**src/hdl/bm3_line_ram.sv**
```systemverilog
// Generic simple dual-port RAM, one write and one registered read port.
// No package dependency.
`timescale 1ns / 1ps

module bm3_line_ram #(
  parameter int DEPTH  = 2048,
  parameter int WIDTH  = 2,
  parameter int ADDR_W = $clog2(DEPTH)
) (
  input  logic              clk,
  input  logic              wr_en,
  input  logic [ADDR_W-1:0] wr_addr,
  input  logic [WIDTH-1:0]  wr_data,
  input  logic              rd_en,
  input  logic [ADDR_W-1:0] rd_addr,
  output logic [WIDTH-1:0]  rd_data
);

  logic [WIDTH-1:0] mem [DEPTH];

  always_ff @(posedge clk) begin
    if (wr_en) begin
      mem[wr_addr] <= wr_data;
    end
  end

  always_ff @(posedge clk) begin
    if (rd_en) begin
      rd_data <= mem[rd_addr];
    end
  end

endmodule

```
**config.mk**
```make
export PLATFORM = sky130hd
export DESIGN_NAME = bm3_line_ram
export DESIGN_NICKNAME = d
export VERILOG_FILES = /design/src/hdl/bm3_line_ram.sv
export SDC_FILE = /design/constraint.sdc
export NUM_CORES = 2
export LEC_CHECK = 0
export ABC_CLOCK_PERIOD_IN_PS = 5950
export BUFFER_PORTS_ARGS = -buffer_cell sky130_fd_sc_hd__clkbuf_2
export CORE_ASPECT_RATIO = 0.75
export CORE_MARGIN = 3
export CORE_UTILIZATION = 45
export DETAILED_ROUTE_END_ITERATION = 6
export PLACE_DENSITY_LB_ADDON = 0.1
export SYNTH_ARGS = -nofsm -noshare
export SYNTH_HDL_FRONTEND = slang
export SYNTH_SLANG_ARGS = --single-unit
```
**constraint.sdc**
```tcl
create_clock -name clk -period 5.95 [get_ports clk]
set_clock_uncertainty 0.05 [all_clocks]
set_input_delay 0.2975 -clock clk [delete_from_list [all_inputs] [get_ports clk]]
set_output_delay 0.2975 -clock clk [all_outputs]
set_load 0.05 [all_outputs]
```
==> flow_summary.toml <==
[critical_path]
max_stage_delay_ns = 1.15
worst_setup_path_start_kind = "input pin"
path_common_cell = "nor4_1"
endpoint_kind = "flop"
path_cells = "clkbuf_2 -> clkinv_1 -> nand3_1 -> buf_4 -> nor4_1 -> nor4_1 -> nand4_1 -> a2111oi_0 -> nor4b_2 -> or3_1"
cp_slowest_cell = "a2111oi_0"
regToRegStartpoint = "mem[153][0]$_DFFE_PP_"
crit_fanout = 30
crit_start = "rd_addr[6]"
crit_type = "in2reg"
required_ns = 6.71
crit_arrival_ns = 5.44

[synth]
synth.most_common_cell = "edfxtp_1"
synth_top_area_share_pct = 72.9
avgSynthCellArea_um2 = 16.6
ys_types = 80
yosysSeqAreaShare_pct = 72.9
synth-edff-count = 4098
synthArstFlopShare_pct = 0
synth-main-ff-cell = "edfxtp_1"
syn_area_um2 = 169000
synthTopCellsByCount = "4098 x edfxtp_1, 2181 x nor2_1, 798 x mux2i_1"
synth_area_leaders = "edfxtp_1 73%, mux4_2 8.2%, nor2_1 4.8%"
syn-num-nets = 10201
synth_top_cell_by_area = "edfxtp_1"
yosys_warnings = 0
synth_seq_cells = 4098
netlist_instances = 10174

[placement]
dpl_cell_area_um2 = 175000
place_ws_ns = 0.483
hpwl_um = 319000
numPlacedInstances = 14726
portBuffers = 28
place.gp.congestion = 0.860

[finish]
fin_cells = 15484
regArea_um2 = 123000
post-route-util_pct = 50.4
drive_above_1_share_pct = 16.2
nets = 10167
final_cell_area_um2 = 188000
areaGrowthSynthToFinish_pct = 11.3
multi_input_area_um2 = 41300
num-fill-cells = 30761

[sta]
period_minus_slack_ns = 4.69
setup_slack_ns = 1.26
setup_violations = 0
tns_ns = 0
fmax_ghz = 0.213
worst_slew_pin_slew_ns = 1.40
period_share_pct = 78.8
maxSlewHeadroom_pct = 6.48
hold_viol_final = 0
rsz0062_at_grt = "no"
finalMaxSlewViolations = 0

[worst_hold_path]
min_path_type = "in2reg"
min_from = "wr_addr[2]"

[route]
dr_total_vias = 96992
ant_nets = 0
first_pass_iters = 6
wl_um = 539000
wire_per_inst_um = 34.8
vias_per_cell = 6.26
drt_iter0_drc = 14337
drc = 0

[clocking]
cts_sinks = 4098
clockBufferDepth = 4
cts_resized = 0
htreeDepth = 5
cts_tree = "done"
cts_buffers = 404
post_cts_buffers = 0
path_clk_slew_ns = 0.06
clock_latency_ns = 0.95
cts_root_buffer = "clkbuf_16"

[floorplan]
fp.coreArea_um2 = 373000
dieArea_um2 = 383000
io_pins = 29
start_util_pct = 45.3
rows = 194
die_w_um = 713
fp.dieH_um = 536

[outcome]
status = "finished, final reports clean"

[pwr]
peakVddDrop_uv = 251
leakagePower_nw = 57.8
powerDensity_nw_per_um2 = 322

[grt]
grt_max_degree = 227
antenna_found_initial = 52
grt_usage_pct = 27.8
grt_pass1_wl_um = 749000
first_global_vias = 95856
overflow = 0

[run]
drv_cap = 0
## cell type report
type | count | area share (%)
multi-input combinational | 5219 | 22.0
clock buffer | 495 | 5.64
tap | 4998 | 3.33
inverter | 4 | 0.0147
antenna | 18 | 0.0240
clock inverter | 239 | 1.28
timing repair buffer | 413 | 2.21
sequential | 4098 | 65.5
## kinds of logic (layout without fill, tap and decap cells)
logic type | Yosys count | count (layout) | share of synthesized area [%]
muxes | 1459 | 1459 | 13.5
DFF | 4098 | 4098 | 72.9
and+or+nand+nor | 2850 | 2850 | 6.87
buffers and inverters | 857 | 1151 | 3.00
other | 0 | 18 | 0
AOI/OAI and AO/OA | 910 | 910 | 3.78
## critical path: cells and delay by family
| kind | cells | cell delay (ns) |
|---|---|---|
| AOI/OAI and AO/OA | 1 | 1.15 |
| buffers and inverters | 3 | 1.49 |
| and+or+nand+nor | 6 | 2.49 |
## power by group
part / leakage [nW] / switching (mW) / internal (mW)
registers: 36.8 / 0.00784 / 31.8
clock network: 6.34 / 11.1 / 14.5
logic: 14.7 / 2.14 / 0.918
total: 57.8 / 13.2 / 47.2
## registers in the layout (all words and copies together) (netlist names)
name     count
rd_data      2
mem       4096
## cell usage in the layout, fill, tap and decap left out, types with 26 or more instances in the layout
master / synthesis / routed
edfxtp_1: 4098 / 4098
o221ai_1: 251 / 251
buf_4: 27 / 300
nor3_1: 163 / 153
nor2_1: 2181 / 2178
o21ai_0: 123 / 122
buf_12: 15 / 85
clkinv_1: 2 / 84
mux4_1: 26 / 26
a211oi_1: 63 / 63
clkbuf_1: 446 / 84
nand2_1: 228 / 226
clkinv_2: 0 / 79
o22ai_1: 178 / 178
nand3_4: 0 / 32
mux4_2: 612 / 612
clkbuf_16: 0 / 411
nand3_1: 81 / 48
bufinv_16: 0 / 42
nor4_1: 61 / 60
a21oi_1: 149 / 149
mux2i_1: 798 / 798
nand4_1: 26 / 26
## path summary, 6_finish.rpt
path                            endpoint  depth (start not counted)  slack [ns]
setup / recovery    rd_data[0]$_DFFE_PP_                         10        1.26
hold / removal    mem[1507][0]$_DFFE_PP_                          4        0.08
setup reg to reg    rd_data[0]$_DFFE_PP_                         12        1.91
hold reg to reg     rd_data[1]$_DFFE_PP_                          6        1.24
## what timing repair did
item | in CTS | in global routing
hold buffers | 5 | 0
setup endpoints to repair | 0 | 0
endpoints found under the hold margin | 155 | 0
## metrics by stage
step | total power, mW | hold slack (ns)
floorplan | 34.0 | 0.346
global placement | 35.4 | 0.672
detailed placement | 35.4 | 0.672
CTS | 60.7 | 0.00323
global route | 62.0 | 0.0567
finish | 60.4 | 0.0818
## routing by layer
| metal | vias up | global-route usage, % | routed length (um) | part of all wire [%] |
|---|---|---|---|---|
| met3 | 735 | 5.71 | 54900 | 10 |
| met2 | 5103 | 42.5 | 244000 | 45 |
| met5 | - | 0 | 80 | 0.015 |
| met1 | 51384 | 41.0 | 226000 | 42 |
| li1 | 39758 | - | - | - |
| met4 | 12 | 7.01 | 14300 | 2.7 |
Power figures use the tool's default switching activity.
