## src/hdl/bm3_pkg.sv

```systemverilog
// Shared constants, register indexes and inter-module structs for the
// 3x3 binary morphology block. No dependencies.
`timescale 1ns / 1ps

package bm3_pkg;

  localparam int MAX_WIDTH = 2048;
  localparam int MAX_ROWS  = 4096;
  localparam int COL_W     = $clog2(MAX_WIDTH);
  localparam int FW_W      = 12;   // frame_width register
  localparam int FH_W      = 13;   // frame_height register
  localparam int ROW_W     = 13;
  localparam int EMIT_W    = 23;
  localparam int WIN_BITS  = 9;
  localparam int PIX_W     = 8;
  localparam int CFG_IDX_W = 3;
  localparam int CFG_DAT_W = 13;

  localparam logic [WIN_BITS-1:0] KEEP_COLS = 9'h0DB;
  localparam logic [PIX_W-1:0]    FG_VALUE  = 8'd255;
  localparam logic [ROW_W-1:0]    ROW_SAT   = {ROW_W{1'b1}};

  // register indexes
  localparam logic [CFG_IDX_W-1:0] REG_MASK   = 3'd0;
  localparam logic [CFG_IDX_W-1:0] REG_DILATE = 3'd1;
  localparam logic [CFG_IDX_W-1:0] REG_WIDTH  = 3'd2;
  localparam logic [CFG_IDX_W-1:0] REG_HEIGHT = 3'd3;

  // one accepted beat, decoded in the front stage
  typedef struct packed {
    logic             valid;
    logic             pix;
    logic [COL_W-1:0] col;
    logic             interior;
    logic             has_out;
    logic             last;
  } s0_beat_t;

  // settings the window stage needs
  typedef struct packed {
    logic [WIN_BITS-1:0] mask;
    logic                dilate;
    logic                restart;
  } win_cfg_t;

  // line memory write request
  typedef struct packed {
    logic             en;
    logic [COL_W-1:0] addr;
    logic [1:0]       data;
  } line_wr_t;

endpackage

```

## src/hdl/bm3_window.sv

```systemverilog
// Window stage: takes the line memory read data, shifts the 3x3 window,
// writes the column back and holds the output register. Uses bm3_pkg.
`timescale 1ns / 1ps

module bm3_window import bm3_pkg::*; (
  input  logic             clk,
  input  logic             rst,
  input  s0_beat_t         s0,
  input  win_cfg_t         wcfg,
  input  logic [1:0]       rd_data,
  output logic             s1_free,
  output line_wr_t         line_wr,
  output logic             out_valid,
  input  logic             out_stall,
  output logic [PIX_W-1:0] result_pixel,
  output logic             frame_last
);

  s0_beat_t            s1;
  logic [WIN_BITS-1:0] window_bits;
  logic [WIN_BITS-1:0] win_next;
  logic [WIN_BITS-1:0] hit;
  logic                out_free;
  logic                s1_adv;
  logic                fg;

  assign out_free = !out_valid || !out_stall;
  assign s1_adv   = s1.valid && out_free;
  assign s1_free  = !s1.valid || s1_adv;

  // shift in top (row before last), mid (last row) and the new pixel
  always_comb begin
    win_next = ((window_bits >> 1) & KEEP_COLS) |
               (WIN_BITS'(rd_data[1]) << 2) |
               (WIN_BITS'(rd_data[0]) << 5) |
               (WIN_BITS'(s1.pix) << 8);
    hit = win_next & wcfg.mask;
    if (!s1.interior) begin
      fg = 1'b0;
    end else if (wcfg.dilate) begin
      fg = (hit != '0);
    end else begin
      fg = (hit == wcfg.mask);
    end
    line_wr.en   = s1_adv;
    line_wr.addr = s1.col;
    line_wr.data = {rd_data[0], s1.pix};
  end

  // stage register; only the valid bit is reset
  always_ff @(posedge clk) begin
    if (rst) begin
      s1.valid <= 1'b0;
    end else if (s0.valid) begin
      s1.valid <= 1'b1;
    end else if (s1_adv) begin
      s1.valid <= 1'b0;
    end
    if (s0.valid) begin
      s1.pix      <= s0.pix;
      s1.col      <= s0.col;
      s1.interior <= s0.interior;
      s1.has_out  <= s0.has_out;
      s1.last     <= s0.last;
    end
  end

  // window, cleared at frame end and on geometry writes
  always_ff @(posedge clk) begin
    if (rst || wcfg.restart) begin
      window_bits <= '0;
    end else if (s1_adv) begin
      window_bits <= s1.last ? '0 : win_next;
    end
  end

  // output register
  always_ff @(posedge clk) begin
    if (rst) begin
      out_valid <= 1'b0;
    end else if (s1_adv && s1.has_out) begin
      out_valid <= 1'b1;
    end else if (out_free) begin
      out_valid <= 1'b0;
    end
  end

  always_ff @(posedge clk) begin
    if (s1_adv && s1.has_out) begin
      result_pixel <= fg ? FG_VALUE : '0;
      frame_last   <= s1.last;
    end
  end

endmodule

```

## config.mk

```make
export PLATFORM = sky130hd
export DESIGN_NAME = bm3_window
export DESIGN_NICKNAME = d
export VERILOG_FILES = /design/src/hdl/bm3_pkg.sv /design/src/hdl/bm3_window.sv
export SDC_FILE = /design/constraint.sdc
export NUM_CORES = 1
export LEC_CHECK = 0
export ABC_AREA = 1
export BUFFER_PORTS_ARGS = -buffer_cell sky130_fd_sc_hd__buf_2
export CAP_MARGIN = 40
export CORE_UTILIZATION = 30
export CTS_CLUSTER_SIZE = 12
export DETAILED_ROUTE_END_ITERATION = 7
export SYNTH_ARGS = -nofsm -noshare
export SYNTH_HDL_FRONTEND = slang
export SYNTH_SLANG_ARGS = --single-unit
```

## constraint.sdc

```tcl
create_clock -name clk -period 1.35 [get_ports clk]
set_clock_uncertainty 0.1 [all_clocks]
set_input_delay 0.0675 -clock clk [delete_from_list [all_inputs] [get_ports clk]]
set_output_delay 0.0675 -clock clk [all_outputs]
set_load 0.05 [all_outputs]
```

==> results.md, run 1 <==
- Status: complete, no violations
- Simple-Gate Fraction of Synth Area: 12.5%
- Inserted Clock Buffers: 3
- Post-layout net count: 208
- Drt total wl: 2520 um
- Avg WL per Cell: 11.3 um
- R2R Path Start: out_valid
- Sink Count: 25
- Post-Syn Nets: 150
- PnR worst setup slack: 0.0551 ns
- Worst hold stages: 3
- Fin crit period: 1.29 ns
- Post-Synth Adder-Cell Area: 0%
- Synth Register Bits: 25
- FP Rows: 22
- Cell Area, Synth: 1190 sq um
- Seq/Total Area, Yosys: 56.3%
- Worst reg2reg endpoint: s1[15]
- Post-place instance area: 1370 sq um
- Yosys top cell area share: 42.9%
- Setup crit start kind: input pin
- Gp weighted congestion: 0.829
- DR iter-0 viols: 9
- Die area: 4230 sq um
- Synth Flop Type: edfxtp_1
- TritonRoute pass-1 iters: 6
- Synth Area in Compound Gates: 10.7%
- Clk_lat worst skew: 0.27 ns
- Synth Instances: 118
- Vias in the first global route: 873
- Maximum clock rate: 772 MHz
- Largest net degree at the start of global routing: 17
- Drt drc: 0
- Peak VDD IR: 0.000667 V
- CTS root buffer: clkbuf_8
- Most frequent cell after synthesis: nand2_1
- Vias/cell: 4.18
- CP arrival: 1.38 ns
- Main combinational cell family by area after synthesis: buffers and inverters
- Count of input and output buffers: 56
- Io pins: 57
- Final hold vios: 0
- Post-synthesis mux area share: 0%
- Final setup TNS: 0 ns
- Die W: 65.0 um
- Min Hold Slack: 0.0360 ns
- Number of enable flip-flop cells after synthesis: 17
- Number of fill cells: 381
- Final instance area: 1620 sq um
- Yosys Warn Count: 0
- Leakage: 0.765 nW
- Worst R2R Setup Slack: 0.07 ns
- Yosys cell types: 16
- DP HPWL: 1800 um
- Final Slew Violations: 0
- Antenna Nets Post-Route: 0
- CP Capture Type: register
- Hold Crit Start: rd_data[1]
- Global-route wire length before repair: 3790 um
- Max-slew headroom: 63.9%
- Final setup fails: 0
- Core region area: 3740 sq um
- XOR/XNOR Fraction of Synth Area: 0%
- ANT cells: 0
- R2R cell count: 3
- Clk slew on worst S/H paths: 0.08 ns
- Hold crit path type: in2reg
- Worst EP required: 1.44 ns
- Pwr dens: 1050 nW/um^2
- Share of cells above drive strength 1: 44.6%
- Asr flop ratio synth: 0%
- H-Tree Depth: 1
- Mapped Avg Cell Area: 10.1 sq um
- Most frequent cells after synthesis: nand2_1 (25), buf_4 (21), edfxtp_1 (17), inv_1 (15)
- Height of the die: 65.0 um
- Min-Delay Endpoint: window_bits[2]
- GRT Overall Usage: 12.2%
- Via Count: 933
- Layout area overhead: 35.8%
- Worst-Margin Slew: 0.542 ns
- Antenna violations before repair: 0
- Post-Place Worst Slack: 0.181 ns
- Area leader, netlist: edfxtp_1
- Worst setup path class: in2reg
- Max_cap viols: 0
- TritonCTS clock tree: done
- Area contributors post-synth: edfxtp_1 (43%), dfxtp_1 (13%), buf_4 (13%)
- Final period util: 95.9%
- GRT overflow: 0
- Critical Path Fanout Max: 6
- Max clock buf depth: 2
- Initial core utilization: 31.8%
## cell type report
class | count | area (sq um) | area share, %
tap | 48 | 60.1 | 3.71
inverter | 17 | 63.8 | 3.94
sequential | 25 | 673 | 41.6
multi-input combinational | 53 | 288 | 17.8
clock inverter | 1 | 5.00 | 0.309
timing repair buffer | 76 | 487 | 30.1
clock buffer | 3 | 41.3 | 2.55
## layer usage
layer  share of wire [%]  up-vias  GRT usage [%]
li1                    -      472              -
met1                  41      428           14.0
met2                  52       29           20.3
met3                 5.6        4           3.35
met4                 1.5        0           6.52
met5                   0        -              0
## worst max-delay path, cell delays in order
cell	delay (ns)
dlygate4sd3_1	0.53
buf_2	0.14
or2_0	0.38
a211oi_2	0.27
## registers in the layout (all words and copies together) (netlist names)
signal	flops
result_pixel	1
out_valid	1
line_wr	12
window_bits	6
frame_last	1
s1	4
## how the worst max path moves through the flow
stage | from | end | slack (ns) | depth (start not counted)
3_3_place_gp | line_wr[0] | result_pixel[6] | 0.16 | 6
4_1_cts | out_valid | line_wr[13] | 0.02 | 5
6_report | rst | window_bits[4] | 0.06 | 4
3_5_place_dp | line_wr[0] | result_pixel[6] | 0.18 | 6
2_1_floorplan | out_valid | window_bits[5] | 0.15 | 5
5_1_grt | out_valid | s1[15] | -0.005 | 3
## through the flow
stage / util, % / total power, mW / instances
floorplan: - / 1.17 / 118
global placement: 36.5 / 1.22 / 200
detailed placement: 36.5 / 1.23 / 200
CTS: 42.6 / 1.70 / 221
global route: 43.2 / 1.78 / 223
finish: 43.2 / 1.70 / 223
## logic make-up (layout without fill, tap and decap cells)
family,after synthesis,after routing
compound gates,16,16
buf+inv,40,97
flops,25,25
simple gates,37,37
## cells in the final DEF, fill, tap and decap left out, types with 2 or more instances in the layout
cell type | Yosys | final
clkbuf_8 | 0 | 3
a21oi_2 | 1 | 2
nand2_2 | 1 | 2
nor2_1 | 6 | 6
inv_2 | 2 | 2
a211oi_2 | 5 | 5
inv_1 | 15 | 15
dfxtp_1 | 8 | 6
dlygate4sd3_1 | 0 | 17
a21oi_1 | 8 | 7
nand2_1 | 25 | 24
nand3_1 | 4 | 3
dfxtp_2 | 0 | 2
buf_4 | 21 | 2
buf_2 | 0 | 55
edfxtp_1 | 17 | 17
## power by group
group / switching, mW / internal (mW)
sequential: 0.0195 / 0.869
combinational: 0.245 / 0.127
clock: 0.236 / 0.207
total: 0.500 / 1.20
## what timing repair did
item / CTS / global route
endpoints found under the hold margin: 17 / 0
endpoints found under the setup margin: 1 / 2
hold buffers: 17 / 0
buffers inserted: 0 / 2
pin swaps: 0 / 0
gates resized for setup: 4 / 3
No activity file was read; power rests on OpenSTA's default activity.
==> run 2, diff against run 1 <==
--- a/config.mk
+++ b/config.mk
@@ -11,6 +11,7 @@
 export CORE_UTILIZATION = 30
 export CTS_CLUSTER_SIZE = 12
 export DETAILED_ROUTE_END_ITERATION = 7
+export REMOVE_ABC_BUFFERS = 1
 export SYNTH_ARGS = -nofsm -noshare
 export SYNTH_HDL_FRONTEND = slang
 export SYNTH_SLANG_ARGS = --single-unit
==> constraint.sdc (replaced) <==
create_clock -name clk -period 1.08 [get_ports clk]
set_clock_uncertainty 0.1 [all_clocks]
set_input_delay 0.054 -clock clk [delete_from_list [all_inputs] [get_ports clk]]
set_output_delay 0.054 -clock clk [all_outputs]
set_load 0.05 [all_outputs]
==> run 2 against run 1 <==
  * The run now ends with hold timing, setup timing left
  * Routed wire length grew 4.8%
  * Flip-flop and latch count is the same
  * Die area is the same
  * Setup slack lost 0.16 ns
  * Highest routed layer unchanged
==> results.md, run 2 (synthesized netlist as in run 1, its figures left out) <==
- Status: finished, violations left
- Failing checks: hold timing, setup timing
- Worst hold stages: 3
- R2R cell count: 6
- Final setup fails: 17
- Core region area: 3740 sq um
- Worst setup path class: reg2reg
- Initial core utilization: 31.8%
- Most frequent cells in the layout: buf_2 (44), nand2_1 (24), edfxtp_1 (17), dlygate4sd3_1 (16)
- PnR worst setup slack: -0.107 ns
- Clk_lat worst skew: 0.26 ns
- Max clock buf depth: 2
- Final hold vios: 1
- TritonRoute pass-1 iters: 4
- Worst-Margin Slew: 0.592 ns
- CP arrival: 1.11 ns
- Final period util: 110%
- Avg WL per Cell: 11.5 um
- Drt total wl: 2650 um
- Critical Path Fanout Max: 4
- Height of the die: 65.0 um
- Inserted Clock Buffers: 3
- Post-place instance area: 1410 sq um
- FP Rows: 22
- H-Tree Depth: 1
- Max FFs per register: 12
- Count of input and output buffers: 56
- Leakage: 0.824 nW
- Max-slew headroom: 60.5%
- Vias in the first global route: 1012
- GRT overflow: 0
- DP HPWL: 1910 um
- Layout area overhead: 54.2%
- Post-Place Worst Slack: -0.143 ns
- Clk slew on worst S/H paths: 0.08 ns
- Maximum clock rate: 842 MHz
- Die area: 4230 sq um
- CTS root buffer: clkbuf_8
- Sink Count: 25
- Io pins: 57
- Most common cell after layout, fill and taps aside: buf_2
- Fin crit period: 1.19 ns
- Gp weighted congestion: 0.837
- Drt drc: 0
- CP Capture Type: register
- Pwr dens: 1190 nW/um^2
- Vias/cell: 4.20
- TritonCTS clock tree: done
- Worst EP required: 1.00 ns
- Setup crit start kind: register
- ANT cells: 0
- Util after Layout: 49.1%
- Post-layout net count: 216
- Final instance area: 1840 sq um
- Largest net degree at the start of global routing: 17
- Antenna Nets Post-Route: 0
- RSZ-0062 raised after global routing: true
- Antenna violations before repair: 0
- GRT Overall Usage: 13.3%
- Peak VDD IR: 0.000687 V
- Die W: 65.0 um
- Global-route wire length before repair: 4130 um
- Final Slew Violations: 0
- Max_cap viols: 0
- Share of cells above drive strength 1: 53.0%
- Hold crit path type: in2reg
- DR iter-0 viols: 24
- Min Hold Slack: -0.00213 ns
- Via Count: 971
- Total power: 2.19 mW
run 2: worst paths after layout:
check                 startpoint              end  slack [ns]
hold reg to reg   window_bits[1]   window_bits[1]        0.37
setup reg to reg      line_wr[0]  result_pixel[6]       -0.11
hold / removal         out_stall           s1[15]      -0.002
setup / recovery      line_wr[0]  result_pixel[6]       -0.11
run 2: where the power goes:
part | total, mW | internal (mW) | switching (mW)
logic | 0.550 | 0.207 | 0.344
clock network | 0.525 | 0.263 | 0.263
registers | 1.11 | 1.09 | 0.0287
total | 2.19 | 1.56 | 0.635
run 2: layout make-up:
class | instances | area [sq um]
clock buffers | 4 | 45.0
fillers | 363 | 1910
multi-input cells | 53 | 377
flip-flops and latches | 25 | 673
inverters | 17 | 68.8
well taps | 48 | 60.1
repair buffers | 84 | 613
run 2: critical path: stages (launching register included):
cell,delay (ns)
edfxtp_1,0.45
inv_1,0.09
nand2_1,0.05
o21ai_1,0.08
inv_1,0.07
nand3_2,0.07
a21oi_2,0.05
run 2: per-stage QoR:
stage | cells | TNS, ns
floorplan | 95 | -18.99
global placement | 207 | -0.151
detailed placement | 207 | -0.453
CTS | 230 | -1.01
global route | 231 | -1.81
finish | 231 | -0.956
run 2: per-layer routing:
layer  vias up  track usage (%)  routed length (um)
li1        487                -                   -
met1       438             14.6                1080
met2        42             22.8                1330
met3         4             4.05                 197
met4         0             6.79                  38
met5         -                0                   0
run 2: what timing repair did:
item,4_1_cts,5_1_grt
gates cloned,0,0
setup endpoints to repair,21,20
resized for setup,23,38
endpoints found under the hold margin,17,0
pin swaps,2,6
setup buffers,3,2
hold buffers,16,0
