==> config.mk <==
export PLATFORM = sky130hd
export DESIGN_NAME = bm3_ctrl
export DESIGN_NICKNAME = d
export VERILOG_FILES = /design/src/hdl/bm3_pkg.sv /design/src/hdl/bm3_ctrl.sv
export SDC_FILE = /design/constraint.sdc
export NUM_CORES = 1
export LEC_CHECK = 0
export ABC_AREA = 1
export BUFFER_PORTS_ARGS = -buffer_cell sky130_fd_sc_hd__buf_2
export CORE_MARGIN = 2
export CORE_UTILIZATION = 45
export DETAILED_ROUTE_END_ITERATION = 12
export GPL_TIMING_DRIVEN = 0
export PLACE_DENSITY = 0.63
export SYNTH_ARGS = -nofsm -noshare
export SYNTH_HDL_FRONTEND = slang
export SYNTH_SLANG_ARGS = --single-unit
==> constraint.sdc <==
create_clock -name clk -period 9.4 [get_ports clk]
set_input_delay 0.94 -clock clk [delete_from_list [all_inputs] [get_ports clk]]
set_output_delay 0.94 -clock clk [all_outputs]
set_load 0.01 [all_outputs]
==> src/hdl/bm3_pkg.sv <==
// Shared constants, register indexes and inter-module structs for the
// 3x3 binary morphology block. No dependencies.
`timescale 1ns / 1ps

package bm3_pkg;

  localparam int MAX_WIDTH = 2048;
  localparam int MAX_ROWS  = 4096;
  localparam int COL_W     = $clog2(MAX_WIDTH);
  localparam int FW_W      = 12;   // frame_width register
  localparam int FH_W      = 13;   // frame_height register
  localparam int ROW_W     = 13;
  localparam int EMIT_W    = 23;
  localparam int WIN_BITS  = 9;
  localparam int PIX_W     = 8;
  localparam int CFG_IDX_W = 3;
  localparam int CFG_DAT_W = 13;

  localparam logic [WIN_BITS-1:0] KEEP_COLS = 9'h0DB;
  localparam logic [PIX_W-1:0]    FG_VALUE  = 8'd255;
  localparam logic [ROW_W-1:0]    ROW_SAT   = {ROW_W{1'b1}};

  // register indexes
  localparam logic [CFG_IDX_W-1:0] REG_MASK   = 3'd0;
  localparam logic [CFG_IDX_W-1:0] REG_DILATE = 3'd1;
  localparam logic [CFG_IDX_W-1:0] REG_WIDTH  = 3'd2;
  localparam logic [CFG_IDX_W-1:0] REG_HEIGHT = 3'd3;

  // one accepted beat, decoded in the front stage
  typedef struct packed {
    logic             valid;
    logic             pix;
    logic [COL_W-1:0] col;
    logic             interior;
    logic             has_out;
    logic             last;
  } s0_beat_t;

  // settings the window stage needs
  typedef struct packed {
    logic [WIN_BITS-1:0] mask;
    logic                dilate;
    logic                restart;
  } win_cfg_t;

  // line memory write request
  typedef struct packed {
    logic             en;
    logic [COL_W-1:0] addr;
    logic [1:0]       data;
  } line_wr_t;

endpackage

==> src/hdl/bm3_ctrl.sv <==
// Front stage: configuration registers, frame position counters, line memory
// read issue, write arbitration and the post-reset clearing pass. Uses bm3_pkg.
`timescale 1ns / 1ps

module bm3_ctrl import bm3_pkg::*; (
  input  logic                 clk,
  input  logic                 rst,
  input  logic                 cfg_write_en,
  input  logic [CFG_IDX_W-1:0] cfg_index,
  input  logic [CFG_DAT_W-1:0] cfg_data,
  input  logic [PIX_W-1:0]     pixel_value,
  input  logic                 filler,
  input  logic                 in_valid,
  output logic                 in_stall,
  input  logic                 s1_free,
  output s0_beat_t             s0,
  output win_cfg_t             wcfg,
  input  line_wr_t             line_wr,
  output line_wr_t             ram_wr,
  output logic                 rd_en,
  output logic [COL_W-1:0]     rd_addr
);

  logic [WIN_BITS-1:0] mask_bits;
  logic                dilate_mode;
  logic [FW_W-1:0]     eff_w;
  logic [FH_W-1:0]     eff_h;
  logic [EMIT_W-1:0]   last_idx;

  logic [COL_W-1:0]    column_count;
  logic [ROW_W-1:0]    row_count;
  logic [EMIT_W-1:0]   emitted_count;

  logic                clearing;
  logic [COL_W-1:0]    clr_addr;

  logic                accept;
  logic                geom_wr;
  logic [FW_W-1:0]     w_in;
  logic [FH_W-1:0]     h_in;
  logic [FW_W-1:0]     w_new;
  logic [FH_W-1:0]     h_new;
  logic [FW_W+FH_W-1:0] area;
  logic                col_wrap;
  logic                has_out;
  logic                interior;
  logic                last;

  assign accept  = in_valid && !in_stall;
  assign in_stall = clearing || !s1_free;
  assign geom_wr = cfg_write_en && (cfg_index == REG_WIDTH || cfg_index == REG_HEIGHT);

  // clamp incoming geometry, then the index of the frame's final result
  always_comb begin
    w_in = cfg_data[FW_W-1:0];
    h_in = cfg_data[FH_W-1:0];
    if (w_in < FW_W'(3)) begin
      w_in = FW_W'(3);
    end else if (w_in > FW_W'(MAX_WIDTH)) begin
      w_in = FW_W'(MAX_WIDTH);
    end
    if (h_in < FH_W'(3)) begin
      h_in = FH_W'(3);
    end else if (h_in > FH_W'(MAX_ROWS)) begin
      h_in = FH_W'(MAX_ROWS);
    end
    w_new = (cfg_index == REG_WIDTH)  ? w_in : eff_w;
    h_new = (cfg_index == REG_HEIGHT) ? h_in : eff_h;
    area  = (FW_W+FH_W)'(w_new) * (FW_W+FH_W)'(h_new);
  end

  // configuration registers
  always_ff @(posedge clk) begin
    if (rst) begin
      mask_bits   <= {WIN_BITS{1'b1}};
      dilate_mode <= 1'b0;
      eff_w       <= FW_W'(640);
      eff_h       <= FH_W'(480);
      last_idx    <= EMIT_W'(640 * 480 - 1);
    end else if (cfg_write_en) begin
      case (cfg_index)
        REG_MASK:   mask_bits <= cfg_data[WIN_BITS-1:0];
        REG_DILATE: dilate_mode <= cfg_data[0];
        REG_WIDTH: begin
          eff_w    <= w_in;
          last_idx <= EMIT_W'(area - 1'b1);
        end
        REG_HEIGHT: begin
          eff_h    <= h_in;
          last_idx <= EMIT_W'(area - 1'b1);
        end
        default: ;
      endcase
    end
  end

  // decode the position of the incoming beat
  always_comb begin
    has_out  = (row_count >= ROW_W'(2)) ||
               (row_count == ROW_W'(1) && column_count != '0);
    interior = (column_count >= COL_W'(2)) && (row_count >= ROW_W'(2)) &&
               (row_count < ROW_W'(eff_h));
    last     = has_out && (emitted_count >= last_idx);
    col_wrap = ({1'b0, column_count} + FW_W'(1)) == eff_w;
  end

  // frame position and result count
  always_ff @(posedge clk) begin
    if (rst || geom_wr) begin
      column_count  <= '0;
      row_count     <= '0;
      emitted_count <= '0;
    end else if (accept) begin
      if (last) begin
        column_count  <= '0;
        row_count     <= '0;
        emitted_count <= '0;
      end else begin
        if (col_wrap) begin
          column_count <= '0;
          if (row_count != ROW_SAT) begin
            row_count <= row_count + 1'b1;
          end
        end else begin
          column_count <= column_count + 1'b1;
        end
        if (has_out) begin
          emitted_count <= emitted_count + 1'b1;
        end
      end
    end
  end

  // clearing pass over the line memory after reset
  always_ff @(posedge clk) begin
    if (rst) begin
      clearing <= 1'b1;
      clr_addr <= '0;
    end else if (clearing) begin
      clr_addr <= clr_addr + 1'b1;
      if (clr_addr == COL_W'(MAX_WIDTH - 1)) begin
        clearing <= 1'b0;
      end
    end
  end

  // beat to the window stage, memory read and write port
  always_comb begin
    s0.valid    = accept;
    s0.pix      = !filler && (pixel_value != '0);
    s0.col      = column_count;
    s0.interior = interior;
    s0.has_out  = has_out;
    s0.last     = last;

    wcfg.mask    = mask_bits;
    wcfg.dilate  = dilate_mode;
    wcfg.restart = geom_wr;

    rd_en   = accept;
    rd_addr = column_count;

    if (clearing) begin
      ram_wr.en   = 1'b1;
      ram_wr.addr = clr_addr;
      ram_wr.data = 2'b00;
    end else begin
      ram_wr = line_wr;
    end
  end

endmodule

==> flow_results.org, run 1 <==
** Run status
- The run finished with clean final reports.

** Power and ir drop
- In this run the power density over the cells is 230 nW/um^2.
- IR analysis of the VDD net gives a maximum drop of 438 uV.
- Leakage Power :: 6.94 nW

** Synth
- Largest cells by area after synthesis :: sky130_fd_sc_hd__fa_1 19%, sky130_fd_sc_hd__dfxtp_1 18%, sky130_fd_sc_hd__nand2_1 11%
- Flip-flop and latch count after synthesis :: 117
- The cell count after synthesis came out at 1813.
- Post-synthesis sequential area ratio :: 18.4%
- Dividing the synthesized area by the synthesized cell count gives 7.02 sq um.
- Total number of yosys warnings :: 0
- Number of synthesized flops with an enable pin :: 0
- Synth Cell Area :: 12700 sq um
- Netlist cell types :: 47
- The share of synthesized area in the top cell type comes to 18.6%.
- Total nets after synthesis :: 2080
- The most used flip-flop cell after synthesis is sky130_fd_sc_hd__dfxtp_1.
- The biggest area contributor in the post-synthesis netlist is sky130_fd_sc_hd__fa_1.
- Fraction of registers with async set/reset :: 0%

** Route
- Routed wire per std cell :: 15.3 um
- The first detailed-routing pass took 5 iterations.
- For this run, design rule violations remaining after detail routing come to 0.
- Dividing the detail-routed via count by the number of cells gives 5.18.
- Antenna-violating nets left :: 0
- The final layout contains routed wiring with a total length of 35.4 mm.
- The first routing iteration left 1016 violations.
- The final route contains 12000 vias.

** Worst setup path
- Of all nets on the critical path, the largest fanout is 10.
- STA classifies the critical path startpoint as an input pin.
- STA puts the critical path data arrival time at 7.58 ns.
- The worst setup path is captured at a register.
- Critical path required time :: 9.68 ns
- The critical path is of the input pin to register type.

** Final layout
- Compared with the post-synthesis result, the final layout area differs by 12.0%.
- Share of final-layout standard cells stronger than drive strength 1 :: 10.2%
- The number of antenna diodes in the final layout is 0.
- Number of nets in the layout :: 2195

** CTS
- Buffer count from post-CTS setup fixing :: 0
- Total clock sinks :: 117
- Cell at the root of the clock tree :: sky130_fd_sc_hd__clkbuf_16
- Number of CTS-inserted buffers :: 17
- CTS tree :: done
- Level count of the clock H-tree :: 4
- The number of hold buffers added after CTS was 0.
- Clock transition at the registers of the reported paths :: 0.05 ns
- Skew-Pair Late Insertion Delay :: 0.42 ns
- Number of buffers on the longest clock path :: 2
- Number of cells upsized or downsized after cts :: 0

** Die
- Area of the die :: 29700 sq um
- Die Width :: 172 um
- After floorplanning, the core was divided into 61 placement rows.
- The initial utilization of the core area, before any placement, comes to 45.7%.
- Area of the core region :: 27900 sq um
- The die is 172 um tall.
- IO Pins :: 98

** Timing
- Hold Vio Cnt, Final :: 0
- At the pin with the least slew margin, the transition time is 0.796 ns.
- Setup TNS :: 0 ns
- In this run the tightest slew margin relative to its limit is 46.5%.
- Achievable Freq :: 0.137 GHz
- The tightest hold path in the finished design has a slack of 0.455 ns.
- RSZ-0062 raised after global routing :: no
- Fraction of the cycle the final worst path needs :: 77.7%
- For the final database, setup skew stands at 0.00802 ns.
- In the post-route analysis, the smallest setup slack over all paths is 2.10 ns.
- Setup violators final :: 0
- Tmin final :: 7.30 ns
- The number of max-slew violations in the final report came to 0.

** Min path
- The min-delay analysis places its worst path in the category register to register.

** Placed design
- Port buffering added 96 buffers.
- Summed over all nets, the half-perimeter wirelength after detailed placement is 29.0 mm.
- RePlAce Congestion :: 0.964
- Before CTS, the worst setup slack after placement is 1.82 ns.

** Global routing
- Global routing consumed, on the met1 layer, 33.7% of the routing resources.
- Leftover overflow at the end of global routing :: 0
- For met2 alone, demand over resource in global routing was 41.9%.
- Global routing used 25.0% of the available tracks.
- The first global-routing pass estimated 57.7 mm of wire.
- The number of antenna violations at the first check in global routing was 0.
- The number of global-route vias before repair is 11400.
- Global routing consumed, on the met3 layer, 3.20% of the routing resources.
- met2 is the most crowded layer.
- Largest net degree at the start of global routing :: 17

** Job
- Across the run, the number of max-cap violations was 0.
state kept, by name, indices dropped and copies added, names as in the netlist:
register and flops:
row_count 13, mask_bits 9, eff_h 13, eff_w 12, rd_addr 11, clearing 1
emitted_count 23, last_idx 23, dilate_mode 1, clr_addr 11
kinds of logic (layout without fill, tap and decap cells):
family                     Yosys count  in the layout  share of synthesized area (%)
buffers and inverters              425            552                           13.4
adders and majority gates          223            223                           28.9
xor gates and xnor gates            40             40                           2.75
and+or+nand+nor                    727            727                           24.4
DFF                                117            117                           18.4
AOI/OAI and AO/OA                  281            281                           12.2
area by class of cell:
class                   instances  area, sq um
flip-flops and latches        117         2340
multi-input cells            1271         8690
clock inverters                13          135
inverters                     356         1340
well taps                     378          473
repair buffers                 96          480
fillers                      2852        13600
plain buffers                  69          365
clock buffers                  18          439
Yosys cell counts, drive strengths merged, types with 3 or more instances:
master and instances:
nand2 392, inv 347, nor2 154, a21oi 138, fa 118, dfxtp 117, ha 105, o21ai 101
nand3 85, buf 39, nor3 35, nand4 34, clkbuf 30, xor2 22, xnor2 18, nor4 12
o211ai 10, a21boi 9, clkinv 9, or2 6, a21o 4, a31oi 4, and2 4, nand3b 4
a22oi 3, o21a 3, o31ai 3
layer usage:
metal  vias up  wire length [um]
met2       318             16400
li1       5929                 -
met4         0               860
met3        55              1720
met1      5695             16400
met5         -                 0
per-stage QoR:
step	utilization [%]	instances	instance area, sq um	total power [W]
after floorplan	-	1813	12700	0.00207
after global placement	49.1	2287	13700	0.00263
after detailed placement	49.1	2287	13700	0.00264
after CTS	51.2	2318	14300	0.00329
after global routing	51.2	2318	14300	0.00363
final	51.2	2318	14300	0.00327
worst paths after layout:
path / to / startpoint / cells past startpoint / slack (ns)
min: mask_bits[7] / mask_bits[7] / 2 / 0.46
min reg2reg: mask_bits[7] / mask_bits[7] / 2 / 0.46
max reg2reg: last_idx[20] / eff_h[4] / 20 / 3.08
max: last_idx[20] / cfg_index[2] / 24 / 2.10
where the power goes:
group          total (W)  leakage, nW  switching [W]  internal (W)
clock           0.000638        0.270       0.000245      0.000393
combinational    0.00209         5.72        0.00135      0.000745
sequential      0.000542        0.952      0.0000143      0.000528
total            0.00327         6.94        0.00161       0.00167
worst max-delay path, stage by stage:
cell and delay (ns):
sky130_fd_sc_hd__buf_2 0.16, sky130_fd_sc_hd__nor3_2 0.40, sky130_fd_sc_hd__inv_2 0.07, sky130_fd_sc_hd__buf_2 0.20, sky130_fd_sc_hd__o31ai_1 0.70, sky130_fd_sc_hd__buf_2 0.37
sky130_fd_sc_hd__nand2_1 0.11, sky130_fd_sc_hd__fa_1 0.54, sky130_fd_sc_hd__fa_1 0.53, sky130_fd_sc_hd__inv_1 0.05, sky130_fd_sc_hd__fa_1 0.49, sky130_fd_sc_hd__fa_1 0.57
sky130_fd_sc_hd__inv_1 0.06, sky130_fd_sc_hd__fa_1 0.53, sky130_fd_sc_hd__inv_1 0.05, sky130_fd_sc_hd__ha_1 0.39, sky130_fd_sc_hd__a21oi_1 0.27, sky130_fd_sc_hd__o21ai_0 0.16
sky130_fd_sc_hd__a21oi_1 0.14, sky130_fd_sc_hd__o21ai_0 0.15, sky130_fd_sc_hd__nand3_1 0.10, sky130_fd_sc_hd__nand2_1 0.06, sky130_fd_sc_hd__o21ai_0 0.38, sky130_fd_sc_hd__o21ai_0 0.15
placed cells by master (no fill, tap or decap), types with 3 or more instances in the layout:
master,instances
sky130_fd_sc_hd__xor2_1,22
sky130_fd_sc_hd__nor4_1,12
sky130_fd_sc_hd__dfxtp_1,117
sky130_fd_sc_hd__a22oi_1,3
sky130_fd_sc_hd__inv_2,3
sky130_fd_sc_hd__fa_1,118
sky130_fd_sc_hd__inv_1,344
sky130_fd_sc_hd__nor2_2,3
sky130_fd_sc_hd__nand2_1,387
sky130_fd_sc_hd__o211ai_1,10
sky130_fd_sc_hd__xnor2_1,18
sky130_fd_sc_hd__a31oi_1,4
sky130_fd_sc_hd__o21ai_2,6
sky130_fd_sc_hd__clkbuf_1,30
sky130_fd_sc_hd__clkinv_1,9
sky130_fd_sc_hd__o21ai_1,10
sky130_fd_sc_hd__ha_1,105
sky130_fd_sc_hd__o21a_1,3
sky130_fd_sc_hd__buf_2,112
sky130_fd_sc_hd__o21ai_0,85
sky130_fd_sc_hd__clkinvlp_4,5
sky130_fd_sc_hd__a21o_1,4
sky130_fd_sc_hd__nor2_4,3
sky130_fd_sc_hd__buf_4,21
sky130_fd_sc_hd__clkbuf_16,17
sky130_fd_sc_hd__or2_2,6
sky130_fd_sc_hd__nand2_2,4
sky130_fd_sc_hd__a21oi_1,136
sky130_fd_sc_hd__nand4_1,34
sky130_fd_sc_hd__nand3_1,84
sky130_fd_sc_hd__nor3_1,32
sky130_fd_sc_hd__nor2_1,148
sky130_fd_sc_hd__clkinv_2,4
sky130_fd_sc_hd__and2_1,4
sky130_fd_sc_hd__a21boi_0,9
sky130_fd_sc_hd__nand3b_1,4
(Power assumes the default switching activity.)
==> run 2, diff against run 1 <==
==> constraint.sdc (replaced) <==
create_clock -name clk -period 6.84 [get_ports clk]
set_input_delay 0.684 -clock clk [delete_from_list [all_inputs] [get_ports clk]]
set_output_delay 0.684 -clock clk [all_outputs]
set_load 0.01 [all_outputs]
==> flow_results.org, run 2 (synthesis gave the netlist of run 1 again) <==
** Die
- Die Width :: 172 um (unchanged)
- Area of the core region :: 27900 sq um (unchanged)
- Die outline height :: 172 um (unchanged)
- Starting density of the core :: 45.7% (unchanged)
- Cell Rows :: 61 (unchanged)
- Area of the die :: 29700 sq um (unchanged)
- IO Pins :: 98 (unchanged)

** Min path
- The kind of path behind the tightest hold check was register to register (unchanged).
- The number of cells on the worst hold path came to 2 (unchanged).

** Final layout
- The leading cell type in the layout, fill and taps excluded is sky130_fd_sc_hd__nand2_1 (unchanged).
- Area Overhead vs Synth :: 12.8% (was 12.0%)
- The share of post-route cells with drive strength above 1 was 11.4% (was 10.2%).
- Registers with the highest flip-flop counts :: emitted_count x23, last_idx x23 (unchanged)
- Area occupied by multi-input gates :: 8760 sq um (was 8690 sq um)
- Register cell area after layout :: 2340 sq um (unchanged)
- The final instance area was 14400 sq um (was 14300 sq um).
- Leading cell types in the layout, fill and taps excluded :: 387 x sky130_fd_sc_hd__nand2_1, 343 x sky130_fd_sc_hd__inv_1, 146 x sky130_fd_sc_hd__nor2_1 (was 387 x sky130_fd_sc_hd__nand2_1, 344 x sky130_fd_sc_hd__inv_1, 148 x sky130_fd_sc_hd__nor2_1)
- The number of diodes added for antenna fixing came to 0 (unchanged).
- Number of nets in the layout :: 2197 (was 2195)
- The core occupancy in the finished layout is 51.6% (was 51.2%).
- The number of fill cells in the layout is 2844 (was 2852).

** Global routing
- Global-route wire length before repair :: 57.7 mm (about the same)
- Largest net degree at the start of global routing :: 17 (unchanged)
- The overall overflow remaining after global route is 0 (unchanged).
- Antenna violations before repair :: 0 (unchanged)
- Vias in the first global route :: 11400 (about the same)
- The combined global-route utilization of all metal layers came to 25.0% (about the same).

** Route
- The initial DRC count came to 986 (was 1016).
- The wire length reported by the detailed router came to 35.3 mm (was 35.4 mm).
- The via total after detailed routing is 12000 (about the same).
- Antenna-violating nets left :: 0 (unchanged)
- First-pass iteration count of the detailed router :: 6 (was 5)
- Vias per inst :: 5.16 (was 5.18)
- Routed wire per std cell :: 15.2 um (was 15.3 um)
- Number of remaining DRC errors :: 0 (unchanged)

** Run status
- Status :: complete, no violations (unchanged)

** CTS
- CTS tree :: done (unchanged)
- Level count of the clock H-tree :: 4 (unchanged)
- The root buffer selected by CTS is sky130_fd_sc_hd__clkbuf_16 (unchanged).
- Clock transition at the registers of the reported paths :: 0.05 ns (about the same)
- The source-to-sink clock delay at the later pin of the worst-skew pair is 0.42 ns (about the same).
- Total clock sinks :: 117 (unchanged)
- The number of buffers created by CTS came to 17 (unchanged).
- The number of buffers on the longest clock path is 2 (unchanged).

** Power and ir drop
- Worst IR drop on VDD :: 595 uV (was 438 uV)
- The areal power density over the cells is 319 nW/um^2 (was 230 nW/um^2).
- The leakage power was 6.99 nW (was 6.94 nW).

** Job
- MaxCap Viol Count :: 0 (unchanged)

** Placed design
- Instance area after placement :: 13700 sq um (unchanged)
- The final weighted congestion in routability-driven placement is 0.964 (unchanged).
- The count of buffers inserted at the top-level ports came to 96 (unchanged).
- The half-perimeter wire length after detailed placement came to 29.0 mm (unchanged).

** Timing
- Setup violators final :: 0 (unchanged)
- The final critical path takes up 95.1% of the cycle.
- Fin. max-slew vios :: 0 (unchanged)
- The remaining max-slew budget at the tightest pin was 49.1% (was 46.5%).
- The final hold violation count is 0 (unchanged).
- Achievable Freq :: 0.154 GHz
- Tmin final :: 6.50 ns
- RSZ-0062 raised after global routing :: no (unchanged)
- Worst Skew :: 0.00895 ns (was 0.00802 ns)
- Least-Margin Pin Slew :: 0.758 ns (was 0.796 ns)

** Worst setup path
- The peak fanout along the critical path was 10 (unchanged).
- The delay of the slowest cell on the worst path was 0.57 ns (was 0.70 ns).
- The type of destination of the critical path is a register (unchanged).
- The master of the slowest instance on the critical path was sky130_fd_sc_hd__fa_1 (was sky130_fd_sc_hd__o31ai_1).
- Critical path required time :: 7.12 ns (was 9.68 ns)
- The critical path startpoint category is an input pin (unchanged).
- The critical path start-end classification was input pin to register (unchanged).
- The cell count of the worst reg-to-reg path came to 21 (was 20).
- The signal arrival time at the worst endpoint is 6.79 ns (was 7.58 ns).
## run 2: worst paths after layout
kind | startpoint | endpoint | slack, ns
max | cfg_index[0] | last_idx[20] | 0.34
min | mask_bits[7] | mask_bits[7] | 0.45
max reg2reg | eff_h[8] | last_idx[20] | 1.06
min reg2reg | mask_bits[7] | mask_bits[7] | 0.45
## run 2: report_power, final
group | internal [W] | total, W | switching (W)
clock | 0.000540 | 0.000877 | 0.000337
combinational | 0.00106 | 0.00296 | 0.00191
sequential | 0.000726 | 0.000745 | 0.0000197
## run 2: metrics by stage
step                      worst slack (ns)  std cells  hold WS, ns  total power, W  TNS [ns]
final                                0.337       2320        0.455         0.00458         0
after global routing               0.00137       2320        0.479         0.00508         0
after CTS                           0.0615       2318        0.457         0.00452         0
after detailed placement            -0.487       2287        0.443         0.00362     -2.57
after global placement              -0.504       2287        0.438         0.00362     -2.63
after floorplan                      0.709       1813        0.436         0.00285         0
## run 2: worst max-delay path: cells and delay by family
kind	cells	cell delay [ns]
AO/OA/AOI/OAI	7	1.40
adder cells (fa/ha/maj)	6	2.96
buffers and inverters	8	1.16
AND/OR/NAND/NOR	4	0.58
## run 2: final cells by class
cell class                      instances  share of cell area (%)
Multi-Input combinational cell       1271                    61.0
Sequential cell                       117                    16.3
Inverter                              356                    9.33
Timing Repair Buffer                   98                    3.45
Tap cell                              378                    3.29
Clock buffer                           18                    3.06
Buffer                                 69                    2.65
Clock inverter                         13                   0.941
## run 2: layer usage
metal	share of wire [%]	vias up	GRT usage [%]
li1	-	5926	-
met1	46	5643	33.7
met2	47	349	41.9
met3	5.0	54	3.14
met4	2.4	0	7.60
met5	0	-	0
## run 2: what timing repair did
action | CTS | global route
hold buffers | 0 | 0
pin swaps | 0 | 0
setup buffers | 0 | 2
endpoints found under the setup margin | 1 | 9
gates resized for setup | 3 | 37
==> run 3, diff against run 2 <==
--- a/config.mk
+++ b/config.mk
@@ -5,7 +5,7 @@
 export SDC_FILE = /design/constraint.sdc
 export NUM_CORES = 1
 export LEC_CHECK = 0
-export ABC_AREA = 1
+export ABC_AREA = 0
 export BUFFER_PORTS_ARGS = -buffer_cell sky130_fd_sc_hd__buf_2
 export CORE_MARGIN = 2
 export CORE_UTILIZATION = 45
==> flow_results.org, run 3 <==
** CTS
- Clock transition at the registers of the reported paths :: 0.06 ns (was 0.05 ns)
- Skew-Pair Late Insertion Delay :: 0.43 ns (was 0.42 ns)
- The root buffer selected by CTS was sky130_fd_sc_hd__clkbuf_16 (unchanged).
- Total clock sinks :: 117 (unchanged)
- The depth of the CTS H-tree came to 4 (unchanged).
- Number of CTS-inserted buffers :: 17 (unchanged)
- The number of buffers on the longest clock path came to 2 (unchanged).
- The TritonCTS clock tree is done (unchanged).

** Die
- The starting density of the core came to 45.8% (was 45.7%).
- The die area was 28800 sq um (was 29700 sq um).
- The top-level I/O count was 98 (unchanged).
- Die Width :: 170 um (was 172 um)
- Cell Rows :: 60 (was 61)
- The height of the die is 170 um (was 172 um).
- Area of the core region :: 27000 sq um (was 27900 sq um)

** Timing
- The final hold violation count is 0 (unchanged).
- The maximum clock skew at final layout was 0.0167 ns (was 0.00895 ns).
- RSZ-0062 raised after global routing :: yes (was no)
- Setup TNS :: 0 ns (unchanged)
- Achievable Freq :: 0.147 GHz (was 0.154 GHz)
- The fraction of the cycle the final worst path needs came to 99.5% (was 95.1%).
- The transition time at the pin with the least slew margin came to 1.11 ns (was 0.758 ns).
- Fin. max-slew vios :: 0 (unchanged)
- The remaining max-slew budget at the tightest pin is 25.3% (was 49.1%).
- Tmin final :: 6.80 ns (was 6.50 ns)
- Setup violators final :: 0 (unchanged)

** Global routing
- The overall overflow remaining after global route is 0 (unchanged).
- The first-pass GRT wire length came to 58.2 mm (was 57.7 mm).
- Largest net degree at the start of global routing :: 17 (unchanged)
- Antenna violations before repair :: 0 (unchanged)
- The number of global-route vias before repair was 11300 (was 11400).
- The combined global-route utilization of all metal layers came to 25.8% (was 25.0%).

** Placed design
- Half-perimeter wire length after placement :: 27.9 mm (was 29.0 mm)
- Port buffer count :: 95 (was 96)
- Instance area after placement :: 13500 sq um (was 13700 sq um)
- RePlAce Congestion :: 0.912 (was 0.964)
- The total instance count after detailed placement came to 1961 (was 2287).

** Synth
- The cell count after synthesis was 1525 (was 1813).
- Synth Cell Area :: 12400 sq um (was 12700 sq um)
- Predominant post-synthesis flop cell :: sky130_fd_sc_hd__dfxtp_1 (unchanged)
- The synthesized netlist net count came to 1792 (was 2080).
- Area share of the leading cell type in the synthesized netlist :: 19.1% (was 18.6%)
- The number of distinct standard cells referenced by the synthesized netlist came to 71 (was 47).
- Most frequent cells after synthesis :: 228 x sky130_fd_sc_hd__inv_1, 179 x sky130_fd_sc_hd__nand2_1, 147 x sky130_fd_sc_hd__nor2_1 (was 387 x sky130_fd_sc_hd__nand2_1, 344 x sky130_fd_sc_hd__inv_1, 148 x sky130_fd_sc_hd__nor2_1)
- Largest cells by area after synthesis: sky130_fd_sc_hd__fa_1 19%, sky130_fd_sc_hd__dfxtp_1 19%, sky130_fd_sc_hd__ha_1 11% (was sky130_fd_sc_hd__fa_1 19%, sky130_fd_sc_hd__dfxtp_1 18%, sky130_fd_sc_hd__nand2_1 11%).
- The count of yosys warnings during synthesis came to 0 (unchanged).
- Post-synthesis cell type with the largest combined area :: sky130_fd_sc_hd__fa_1 (unchanged)
- The post-synthesis async set-or-reset flop share came to 0% (unchanged).
- Most used standard cell by instance count after synthesis :: sky130_fd_sc_hd__inv_1 (was sky130_fd_sc_hd__nand2_1)
- Number of synthesized flops with an enable pin :: 0 (unchanged)
- The part of the Yosys area used for sequential elements is 19.0% (was 18.4%).
- Avg Cell Area, Syn :: 8.10 sq um (was 7.02 sq um)
- The synthesis-stage register bit count is 117 (unchanged).

** Final layout
- Most common library cell in the layout ignoring fill and taps :: sky130_fd_sc_hd__inv_1 (was sky130_fd_sc_hd__nand2_1)
- Share of final-layout standard cells stronger than drive strength 1 :: 21.8% (was 11.4%)
- Ant. Diodes :: 0 (unchanged)
- Final cell count without fillers :: 2056 (was 2320)
- Area Overhead vs Synth :: 22.7% (was 12.8%)
- Area of all placed cells without fillers :: 15100 sq um (was 14400 sq um)
- The number of nets at the end of the flow is 1970 (was 2197).
- Registers with the highest flip-flop counts: emitted_count x23, last_idx x23 (unchanged).
- Final Core Density :: 56.2% (was 51.6%)
- Leading cell types in the layout, fill and taps excluded: 211 x sky130_fd_sc_hd__inv_1, 170 x sky130_fd_sc_hd__nand2_1, 142 x sky130_fd_sc_hd__nor2_1 (was 387 x sky130_fd_sc_hd__nand2_1, 343 x sky130_fd_sc_hd__inv_1, 146 x sky130_fd_sc_hd__nor2_1).

** Route
- Total number of vias :: 11400 (was 12000)
- The wire length reported by the detailed router came to 36.4 mm (was 35.3 mm).
- Detailed router's first-iteration violation count :: 871 (was 986)
- The wire length per cell after detailed routing was 17.7 um (was 15.2 um).
- Total length of routed met2 wires :: 17.0 mm (was 16.4 mm)
- WL met1 :: 15.4 mm (was 16.2 mm)
- The number of iterations in the first detailed-routing pass is 5 (was 6).
- The via density per instance came to 5.55 (was 5.16).
- DR top layer :: met4 (unchanged)
- Antenna-violating nets left :: 0 (unchanged)
- Met3 Wirelength :: 2.67 mm (was 1.77 mm)
- The remaining routing DRC violations was 0 (unchanged).

** Worst setup path
- Critical Path Fanout Max :: 5 (was 10)
- Endpoint kind of the worst setup timing path :: register (unchanged)
- Critical Path Source Type :: input pin (unchanged)
- The critical path start-end classification is input pin to register (unchanged).
- Critical path required time :: 7.17 ns (was 7.12 ns)
- Crit path arrival time :: 7.14 ns (was 6.79 ns)

** Job
- MaxCap Viol Count :: 0 (unchanged)

** Run status
- Status: complete, no violations (unchanged).

** Power and ir drop
- The total power was 0.00473 W (was 0.00458 W).
- The maximum VDD drop was 318 uV (was 595 uV).
- The leakage power is 6.92 nW (was 6.99 nW).
- Power per unit of standard cell area :: 312 nW/um^2 (was 319 nW/um^2)

** Min path
- The kind of path behind the tightest hold check is register to register (unchanged).
==> run 3: cell types whose count changed after synthesis, sizes merged, moves of 18 or more <==
cell    delta
nand2    -213
inv      -119
a21oi     -91
o21ai     -62
nand3     -35
clkbuf    +25
mux2i     +25
a211oi    +23
and3      +22
nor3      -18
==> run 3: final timing paths <==
path,slack [ns],end,cells past startpoint,start
hold / removal,0.47,mask_bits[0],2,mask_bits[0]
setup reg to reg,1.08,last_idx[20],20,eff_w[10]
setup / recovery,0.04,last_idx[20],27,cfg_data[4]
hold reg to reg,0.47,mask_bits[0],2,mask_bits[0]
==> run 3: logic make-up (layout without fill, tap and decap cells) <==
group | Yosys count | after routing | share of synthesized area [%]
adders and majority gates | 223 | 223 | 29.8
xor gates and xnor gates | 54 | 54 | 3.83
and+or+nand+nor | 540 | 540 | 20.7
DFF | 117 | 117 | 19.0
muxes | 38 | 38 | 3.21
buffers and inverters | 317 | 507 | 10.3
AOI/OAI and AO/OA | 236 | 236 | 13.2
==> run 3: cell type report <==
class	count	area (sq um)
clock buffers	18	439
clock inverters	13	149
fillers	2490	11800
multi-input cells	1091	9350
flip-flops and latches	117	2340
well taps	341	427
plain buffers	87	514
repair buffers	161	1070
inverters	228	856
==> run 3: per-layer routing <==
layer / track usage [%] / vias up
li1: - / 5449
met1: 32.1 / 5470
met2: 42.3 / 409
met3: 6.83 / 82
met4: 10.6 / 0
met5: 0 / -
==> run 3: where the power goes <==
group / internal (W) / switching (W) / total (W)
Sequential: 0.000721 / 0.0000264 / 0.000748
Combinational: 0.00139 / 0.00168 / 0.00307
Clock: 0.000548 / 0.000361 / 0.000910
Total: 0.00266 / 0.00207 / 0.00473
==> run 3: timing repair <==
item                       in CTS  in global routing
setup endpoints to repair      13                 10
resized for setup              47                110
buffers inserted               33                 32
gates cloned                    1                  2
hold buffers                    0                  0
pin swaps                      42                 88
==> run 3: per-stage QoR <==
stage	setup slack, ns	hold WS, ns
floorplan	0.00190	0.439
global placement	-1.10	0.452
detailed placement	-1.13	0.453
CTS	0.00407	0.470
global route	-0.162	0.491
finish	0.0365	0.470
==> run 3: critical path: stages <==
cell and delay [ns]:
sky130_fd_sc_hd__buf_12 0.10, sky130_fd_sc_hd__or4_4 0.53, sky130_fd_sc_hd__nor4_4 0.31, sky130_fd_sc_hd__buf_4 0.15
sky130_fd_sc_hd__and2_4 0.15, sky130_fd_sc_hd__a21oi_2 0.05, sky130_fd_sc_hd__and2_4 0.22, sky130_fd_sc_hd__buf_8 0.13
sky130_fd_sc_hd__a22oi_2 0.24, sky130_fd_sc_hd__nor2_2 0.09, sky130_fd_sc_hd__fa_1 0.52, sky130_fd_sc_hd__inv_2 0.05
sky130_fd_sc_hd__fa_2 0.60, sky130_fd_sc_hd__inv_2 0.05, sky130_fd_sc_hd__fa_1 0.51, sky130_fd_sc_hd__fa_1 0.56
sky130_fd_sc_hd__inv_2 0.04, sky130_fd_sc_hd__fa_1 0.49, sky130_fd_sc_hd__inv_2 0.05, sky130_fd_sc_hd__ha_4 0.26
sky130_fd_sc_hd__and3_4 0.17, sky130_fd_sc_hd__and2_4 0.13, sky130_fd_sc_hd__nand4_1 0.11, sky130_fd_sc_hd__nand4_1 0.18
sky130_fd_sc_hd__nand2_2 0.09, sky130_fd_sc_hd__or4b_4 0.50, sky130_fd_sc_hd__a31oi_4 0.17
